**config.mk**
```make
export PLATFORM = sky130hd
export DESIGN_NAME = ntc_ram
export DESIGN_NICKNAME = d
export VERILOG_FILES = /design/src/rtl/core/ntc_ram.sv
export SDC_FILE = /design/constraint.sdc
export NUM_CORES = 1
export LEC_CHECK = 0
export CAP_MARGIN = 20
export CORE_MARGIN = 4
export CORE_UTILIZATION = 50
export DETAILED_ROUTE_END_ITERATION = 12
export DONT_BUFFER_PORTS = 1
export PLACE_DENSITY_LB_ADDON = 0.1
export SLEW_MARGIN = 20
export SYNTH_ARGS = -nofsm -noshare
export SYNTH_HDL_FRONTEND = slang
export SYNTH_SLANG_ARGS = --single-unit
```
**constraint.sdc**
```tcl
create_clock -name aclk -period 4.7 [get_ports aclk]
set_clock_uncertainty 0.05 [all_clocks]
set_input_delay 0.94 -clock aclk [delete_from_list [all_inputs] [get_ports aclk]]
set_output_delay 0.94 -clock aclk [all_outputs]
set_load 0.01 [all_outputs]
```
**src/rtl/core/ntc_ram.sv**
```systemverilog
module ntc_ram #(
    parameter int WIDTH = 30,
    parameter int DEPTH = 32
) (
    input  logic                                   aclk,
    input  logic                                   wr_en,
    input  logic [(DEPTH > 1 ? $clog2(DEPTH) : 1)-1:0] wr_addr,
    input  logic [WIDTH-1:0]                       wr_data,
    input  logic                                   rd_en,
    input  logic [(DEPTH > 1 ? $clog2(DEPTH) : 1)-1:0] rd_addr,
    output logic [WIDTH-1:0]                       rd_data
);

    logic [WIDTH-1:0] mem [DEPTH];
    logic [WIDTH-1:0] rd_data_reg;

    always_ff @(posedge aclk) begin
        if (wr_en) begin
            mem[wr_addr] <= wr_data;
        end
        if (rd_en) begin
            rd_data_reg <= mem[rd_addr];
        end
    end

    assign rd_data = rd_data_reg;

endmodule

```
==> qor.csv <==
stage,metric,value,unit
drt,Vias/cell,5.90,
final_layout,Layout Area Growth over Synthesis,10.6,%
final_layout,most frequent cells in the layout,"990 x edfxtp_1, 480 x mux2i_1, 103 x clkbuf_16",
floorplanning,Initial Util,0.505,
worst_hold_path,Worst Hold Depth,0,
grt,GRT Total Usage,0.232,
drt,DRT Wirelength,94.7,mm
final_layout,max reg flops,960,
grt,aggregate global routing overflow,0,
placed_design,RePlAce Congestion,0.810,
final_layout,layout cell share with drive strength beyond 1,0.0897,
sta,Final min period,2.99,ns
grt,largest net degree at the start of global routing,481,
clock_network,Worst-path clk slew,0.06,ns
drt,Iter 0 DRT Violations,1796,
final_layout,"commonest non-fill, non-tap cell in the layout",edfxtp_1,
sta,Max Clk Rate,334,MHz
yosys,Synth Area in XOR/XNOR,0,
placed_design,Area after DPL,39300,um^2
yosys,adder-cell share of the synthesized area,0,
critical_path,worst r2r path cells,5,
yosys,Synth Area in Compound Gates,0.0479,
placed_design,port bufs,0,
power_and_ir_drop,Leakage Power,0.0144,uW
clock_network,CTS Buf Count,100,
critical_path,RR Startpoint,mem[7][7],
yosys,register area share after synthesis,0.775,
critical_path,crit path from,rd_addr[0],
yosys,Synth Cell Area,38400,um^2
clock_network,CTS tree,yes,
clock_network,post-CTS setup buffer count,0,
worst_hold_path,hold path startpoint,wr_data[25],
sta,endpoints failing setup,0,
yosys,"Avg Cell Area, Syn",18.1,um^2
yosys,#FFs+latches synth,990,
final_layout,NumNets Final,2163,
clock_network,CTS Root Cell,clkbuf_16,
grt,initial antenna violation count,5,
critical_path,Worst EP required,5.04,ns
clock_network,clock sink count,990,
yosys,synth unique cells,25,
sta,RSZ-0062 raised after global routing,false,
drt,DRT antenna net count,0,
drt,first drt pass iteration count,5,
worst_hold_path,Hold Crit Class,in2reg,
sta,fin. max-slew vios,143,
yosys,Synthesized Nets,2165,
run_status,failing checks,max-slew violations,
clock_network,"Hold-fix buffers, CTS",0,
floorplanning,Die Height,285,um
power_and_ir_drop,Final Power,18200,uW
run,maxcap violations,0,
floorplanning,# rows,101,
drt,WL per Instance,29.4,um
final_layout,"Core Util, Final",0.559,
critical_path,WP data arrival,3.33,ns
grt,first-pass GRT wire length,136,mm
yosys,post-synthesis simple-gate area fraction,0.0311,
clock_network,worst skew pair latency,0.65,ns
clock_network,H-tree depth,3,
floorplanning,die area,81200,um^2
yosys,largest family of logic cells by synthesized area,multiplexers,
yosys,Yosys warnings,0,
drt,vias,19000,
run_status,status,"complete, but fails checks",
sta,worst slew pin tran,1.80,ns
floorplanning,die width,285,um
placed_design,Inst Count DP,3046,
sta,final worst path period share,0.636,
yosys,Post-Synthesis Cells,2122,
drt,DRC viols,0,
placed_design,HPWL after detailed placement,55.4,mm
critical_path,Setup crit start kind,input port,
floorplanning,I/O Pins,73,
critical_path,crit path max fanout,480,
grt,vias in the first global route,19200,
critical_path,worst setup path class,in2reg,
sta,Slew headroom,-0.200,
final_layout,Non-Filler Instances,3226,
clock_network,Resized Gates After CTS,0,
power_and_ir_drop,P per Cell Area,430,nW/um^2
final_layout,final instance area,42400,um^2
critical_path,Worst setup EP type,register,
sta,final setup TNS,0,ns
power_and_ir_drop,VDD IR max,0.302,mV
final_layout,# diodes,0,
clock_network,Clock Path Buffers,3,
yosys,mux cell area share after synthesis,0.125,
floorplanning,CORE AREA,75900,um^2
sta,final hold vios,0,
## worst max-delay path: stages
cell and delay, ns:
mux2i_1 0.98, a22o_1 0.25, nor3_1 0.05, a31oi_1 0.18, nand3_1 0.09
## cell families after synthesis
family,after synthesis
AOI/OAI and AO/OA,270
buffers and inverters,119
DFF,990
muxes,480
and+or+nand+nor,263
## where the power goes
| part | total, uW | switching (uW) | internal (uW) |
|---|---|---|---|
| Sequential | 9940 | 81.9 | 9860 |
| Clock | 7690 | 3220 | 4470 |
| Combinational | 615 | 358 | 257 |
| Total | 18200 | 3660 | 14600 |
## synthesized netlist by cell type (all sizes together)
cell type | instances | area [um^2]
or2 | 1 | 6.26
mux2i | 480 | 4800
nor3 | 30 | 150
edfxtp | 990 | 29700
clkbuf | 37 | 143
or3 | 1 | 6.26
nand3 | 92 | 460
a22oi | 90 | 676
a22o | 60 | 526
a31oi | 30 | 188
and2 | 1 | 6.26
nand3b | 5 | 37.5
nand2b | 2 | 12.5
and2b | 1 | 7.51
nand2 | 92 | 345
nor2b | 1 | 6.26
a21oi | 90 | 450
nor2 | 34 | 128
or3b | 3 | 26.3
buf | 82 | 652
## path summary, 6_finish.rpt
path / to / slack, ns
setup / recovery: rd_data[10] / 1.71
setup reg to reg: rd_data[7] / 2.81
hold / removal: mem[17][25] / 0.34
hold reg to reg: rd_data[13] / 0.62
## routing by layer
metal	global-route usage	vias to the layer above	share of wire
met5	0	-	0.000095
met4	0.108	2	0.050
met3	0.0400	168	0.058
li1	-	8465	-
met1	0.303	9831	0.41
met2	0.382	579	0.49
## area by class of cell
type                    count  area, um^2
well taps                1030        1290
multi-input cells        1013        8100
flip-flops and latches    990       29700
clock inverters            56         495
clock buffers             122        2650
repair buffers             15         166
fillers                  5757       33500
## stage by stage
stage / worst slack (ns) / hold slack, ns
final: 1.71 / 0.342
after detailed placement: 1.20 / 0.607
after floorplan: 1.36 / 0.579
after global routing: 1.91 / 0.310
after CTS: 1.86 / 0.298
after global placement: 1.24 / 0.609
Note: power is estimated with default switching activity, not from simulation.
