**config.mk**
```make
export PLATFORM = sky130hd
export DESIGN_NAME = ntc_mont
export DESIGN_NICKNAME = d
export VERILOG_FILES = /design/src/rtl/core/ntc_pkg.sv /design/src/rtl/core/ntc_mont.sv
export SDC_FILE = /design/constraint.sdc
export NUM_CORES = 2
export LEC_CHECK = 0
export ABC_AREA = 0
export BUFFER_PORTS_ARGS = -buffer_cell sky130_fd_sc_hd__buf_4
export CAP_MARGIN = 20
export CORE_ASPECT_RATIO = 1.2
export CORE_MARGIN = 2
export CORE_UTILIZATION = 64
export CTS_BUF_LIST = sky130_fd_sc_hd__clkbuf_4
export DETAILED_ROUTE_END_ITERATION = 10
export PLACE_DENSITY = 0.85
export REMOVE_ABC_BUFFERS = 1
export SLEW_MARGIN = 20
export SYNTH_ARGS = -nofsm -noshare
export SYNTH_HDL_FRONTEND = slang
export SYNTH_SLANG_ARGS = --single-unit
```
**constraint.sdc**
```tcl
create_clock -name aclk -period 16.7 [get_ports aclk]
set_input_delay 0.835 -clock aclk [delete_from_list [all_inputs] [get_ports aclk]]
set_output_delay 0.835 -clock aclk [all_outputs]
set_load 0.1 [all_outputs]
```
**src/rtl/core/ntc_pkg.sv**
```systemverilog
package ntc_pkg;

    // Field widths
    localparam int COEFF_W = 30;
    localparam int INDEX_W = 6;

    localparam int MAX_LEN_DEFAULT = 32;

    // Modulus and Montgomery constants, R = 2^32
    localparam logic [COEFF_W-1:0] PRIME_MOD = 30'd998244353;
    localparam logic [31:0]        MONT_PINV = 32'd998244351;  // -p^-1 mod 2^32

    // Montgomery multiplier latency in cycles
    localparam int MONT_LAT = 4;

    // R^2 mod p, found by doubling 64 times
    function automatic logic [COEFF_W-1:0] calc_r2();
        logic [COEFF_W:0] r;
        r = (COEFF_W+1)'(1);
        for (int b = 0; b < 64; b++) begin
            r = r << 1;
            if (r >= (COEFF_W+1)'(PRIME_MOD)) begin
                r = r - (COEFF_W+1)'(PRIME_MOD);
            end
        end
        return r[COEFF_W-1:0];
    endfunction

    localparam logic [COEFF_W-1:0] MONT_R2 = calc_r2();

    // Side info that travels with each product down the pipeline
    typedef struct packed {
        logic               valid;
        logic               first;
        logic               last;
        logic               run_end;
        logic               ovf;
        logic [INDEX_W-1:0] index;
    } tag_t;

endpackage

```
**src/rtl/core/ntc_mont.sv**
```systemverilog
// Pipelined Montgomery product: r = a * b * 2^-32 mod p.
module ntc_mont (
    input  logic                        aclk,
    input  logic                        en,
    input  logic [ntc_pkg::COEFF_W-1:0] a,
    input  logic [ntc_pkg::COEFF_W-1:0] b,
    output logic [ntc_pkg::COEFF_W-1:0] r
);

    logic [2*ntc_pkg::COEFF_W-1:0] prod_reg;
    logic [2*ntc_pkg::COEFF_W-1:0] prod_d_reg;
    logic [31:0]                   m_reg;
    logic [30:0]                   t_reg;
    logic [ntc_pkg::COEFF_W-1:0]   r_reg;

    logic [31:0] m_next;
    logic [62:0] sum_next;
    logic [30:0] t_next;

    // m = (x mod 2^32) * (-p^-1) mod 2^32
    assign m_next   = 32'(prod_reg[31:0] * ntc_pkg::MONT_PINV);
    // t = (x + m*p) / 2^32, below 2p
    assign sum_next = 63'(prod_d_reg) + 63'(m_reg) * 63'(ntc_pkg::PRIME_MOD);
    assign t_next   = sum_next[62:32];

    always_ff @(posedge aclk) begin
        if (en) begin
            prod_reg   <= (2*ntc_pkg::COEFF_W)'(a) * (2*ntc_pkg::COEFF_W)'(b);
            prod_d_reg <= prod_reg;
            m_reg      <= m_next;
            t_reg      <= t_next;
            r_reg      <= (t_reg >= 31'(ntc_pkg::PRIME_MOD))
                        ? ntc_pkg::COEFF_W'(t_reg - 31'(ntc_pkg::PRIME_MOD))
                        : ntc_pkg::COEFF_W'(t_reg);
        end
    end

    assign r = r_reg;

endmodule

```
==> impl_metrics.toml <==
[timing]
tightestPinTransition_ns = 0.963
finalCritPeriodShare = 0.498
min_period_ns = 8.31
fin_tns_setup_ns = 0
fmax_mhz = 120
skew_ns = 0.0663
slew_violations = 0
hold_viol = 0
rsz0062_at_grt = "false"
maxSlewHeadroom = 0.341
setup_violations = 0

[grt]
grt_max_degree = 85
grt_pass1_vias = 40900
antenna_found_initial = 3
track_usage = 0.297
grt_first_pass_wirelength_um = 208000
grt-ovfl-total = 0

[cts]
cts_tree = "built"
path_clk_slew_ns = 0.07
root_buffer = "clkbuf_4"
cts_buffers = 49
clockBufferDepth = 3
htree_levels = 2
clk_latency_ns = 0.76
cts_setup_buffers = 0
cts_resized = 0
cts_hold_buf = 0
clock-sinks = 212

[logic_synthesis]
synth_edf_count = 212
yosysTopAreaCell = "fa_1"
ys_ff_latch = 212
ys_seq_area_frac = 0.114
yosys.area.top_type_share = 0.431
synth_ff_type = "edfxtp_1"
syn_area_um2 = 55600
synthCells = 5651
synth_cell_types = 65
ys_async_sr_fraction = 0
syn_avg_cell_area_um2 = 9.84
ys_warn_count = 0
synth.top_cells.by_area = "fa_1 43%, ha_1 15%, edfxtp_1 11%"

[routing]
drt.antenna.violating_nets = 0
drcViolationCount = 0
first_pass_iters = 7
first_iter_violations = 2311
wirelength_um = 127000
vias_per_cell = 5.53
wl_per_cell_um = 18.7
via_count = 37500

[setup_path]
path_common_cell = "fa_1"
crit_path_start = "a[10]"
cp.required_ns = 17.16
crit_slowest_cell = "or4b_1"
r2r-end = "m_reg[28]"
crit_fanout = 30
end_kind = "register"
critPathMaxStageDelay_ns = 0.63
crit_cells = 27
cp_num_buf_inv = 7
crit_family = "adder cells"
r2r_slack_ns = 8.79
r2r_start = "prod_reg[9]"
crit_path_start_kind = "primary input"
reg2regPathDepth = 24
critPathArrivalTime_ns = 8.77
criticalPathCategory = "in2reg"
worstSetupEndpoint = "prod_reg[59]"

[floorplan]
initial_utilization = 0.645
rows = 118
die_h_um = 327
die_w_um = 273
die_area_um2 = 89300
coreArea_um2 = 86200
io_pins = 92

[placement]
dpl.hpwl_um = 107000
gp_congestion = 0.945
port_buffers = 91

[layout]
drive_gt1_frac = 0.0332
nFillCells = 6429
fin_nets = 7518
area_delta_synth_final_pct = 3.81

[run]
max-cap-violations = 0

[status]
outcome = "complete, no violations"

[worst_hold_path]
hp-class = "reg2reg"
[per-stage QoR]
step	instances	cell area, µm²	hold slack [ns]	setup slack (ns)	util
after floorplan	5455	54900	0.400	8.79	-
after global placement	6690	57000	0.401	7.86	0.661
after detailed placement	6690	57000	0.405	7.70	0.661
after CTS	6777	57700	0.412	8.48	0.669
after global routing	6778	57700	0.424	8.11	0.669
final	6778	57700	0.412	8.39	0.669
[cell usage in the layout (no fill, tap or decap), drive strengths merged, types with 14 or more instances in the layout]
master	n
nor2	87
o21a	16
o21bai	16
nor2b	19
nor3	21
xnor2	117
edfxtp	212
o21ai	64
buf	94
clkbuf	67
xor2	55
inv	1603
a211oi	19
nand3	29
and3	17
fa	1197
a21o	56
nand2	466
and2	530
clkinv	14
a21oi	139
ha	658
[Yosys cell counts, types with 17 or more instances]
| cell | instances |
|---|---|
| inv_1 | 1603 |
| fa_1 | 1197 |
| ha_1 | 658 |
| and2_1 | 530 |
| nand2_1 | 466 |
| edfxtp_1 | 212 |
| clkbuf_1 | 183 |
| a21oi_1 | 137 |
| xnor2_1 | 117 |
| nor2_1 | 87 |
| o21ai_0 | 58 |
| a21o_1 | 56 |
| xor2_1 | 55 |
| nand3_1 | 29 |
| nor3_1 | 21 |
| a211oi_1 | 19 |
| nor2b_1 | 19 |
| and3_1 | 17 |
[layer usage]
metal	track usage	wire length, µm
met1	0.376	47900
met2	0.516	63900
met3	0.0457	9660
met4	0.111	5150
met5	0	24
[cell type report]
cell class | count | area [µm²] | share of cell area
Clock inverter | 21 | 229 | 0.00397
Tap cell | 1140 | 1430 | 0.0247
Timing Repair Buffer | 95 | 719 | 0.0125
Sequential cell | 212 | 6370 | 0.110
Antenna cell | 1 | 2.50 | 0.0000434
Inverter | 1603 | 6020 | 0.104
Multi-Input combinational cell | 3640 | 42500 | 0.736
Clock buffer | 66 | 495 | 0.00858
[cells by family after synthesis]
| kind of cell | Yosys count | synth area share |
|---|---|---|
| AO/OA/AOI/OAI | 383 | 0.0446 |
| XOR/XNOR | 172 | 0.0271 |
| adder cells (fa/ha/maj) | 1855 | 0.579 |
| buffers and inverters | 1799 | 0.122 |
| flip-flops | 212 | 0.114 |
| multiplexers | 1 | 0.000180 |
| AND/OR/NAND/NOR | 1229 | 0.113 |
[how the worst min path moves through the flow]
stage / slack, ns / cells past startpoint / start / to
finish: 0.41 / 0 / prod_reg[44] / prod_d_reg[44]
global route: 0.42 / 0 / prod_reg[44] / prod_d_reg[44]
CTS: 0.41 / 0 / prod_reg[44] / prod_d_reg[44]
detailed placement: 0.40 / 0 / prod_reg[36] / prod_d_reg[36]
global placement: 0.40 / 0 / prod_reg[56] / prod_d_reg[56]
floorplan: 0.40 / 0 / prod_reg[32] / prod_d_reg[32]
Power is not shown: default switching activity piles up to over one toggle a cycle in this logic, so the estimate is an artifact.
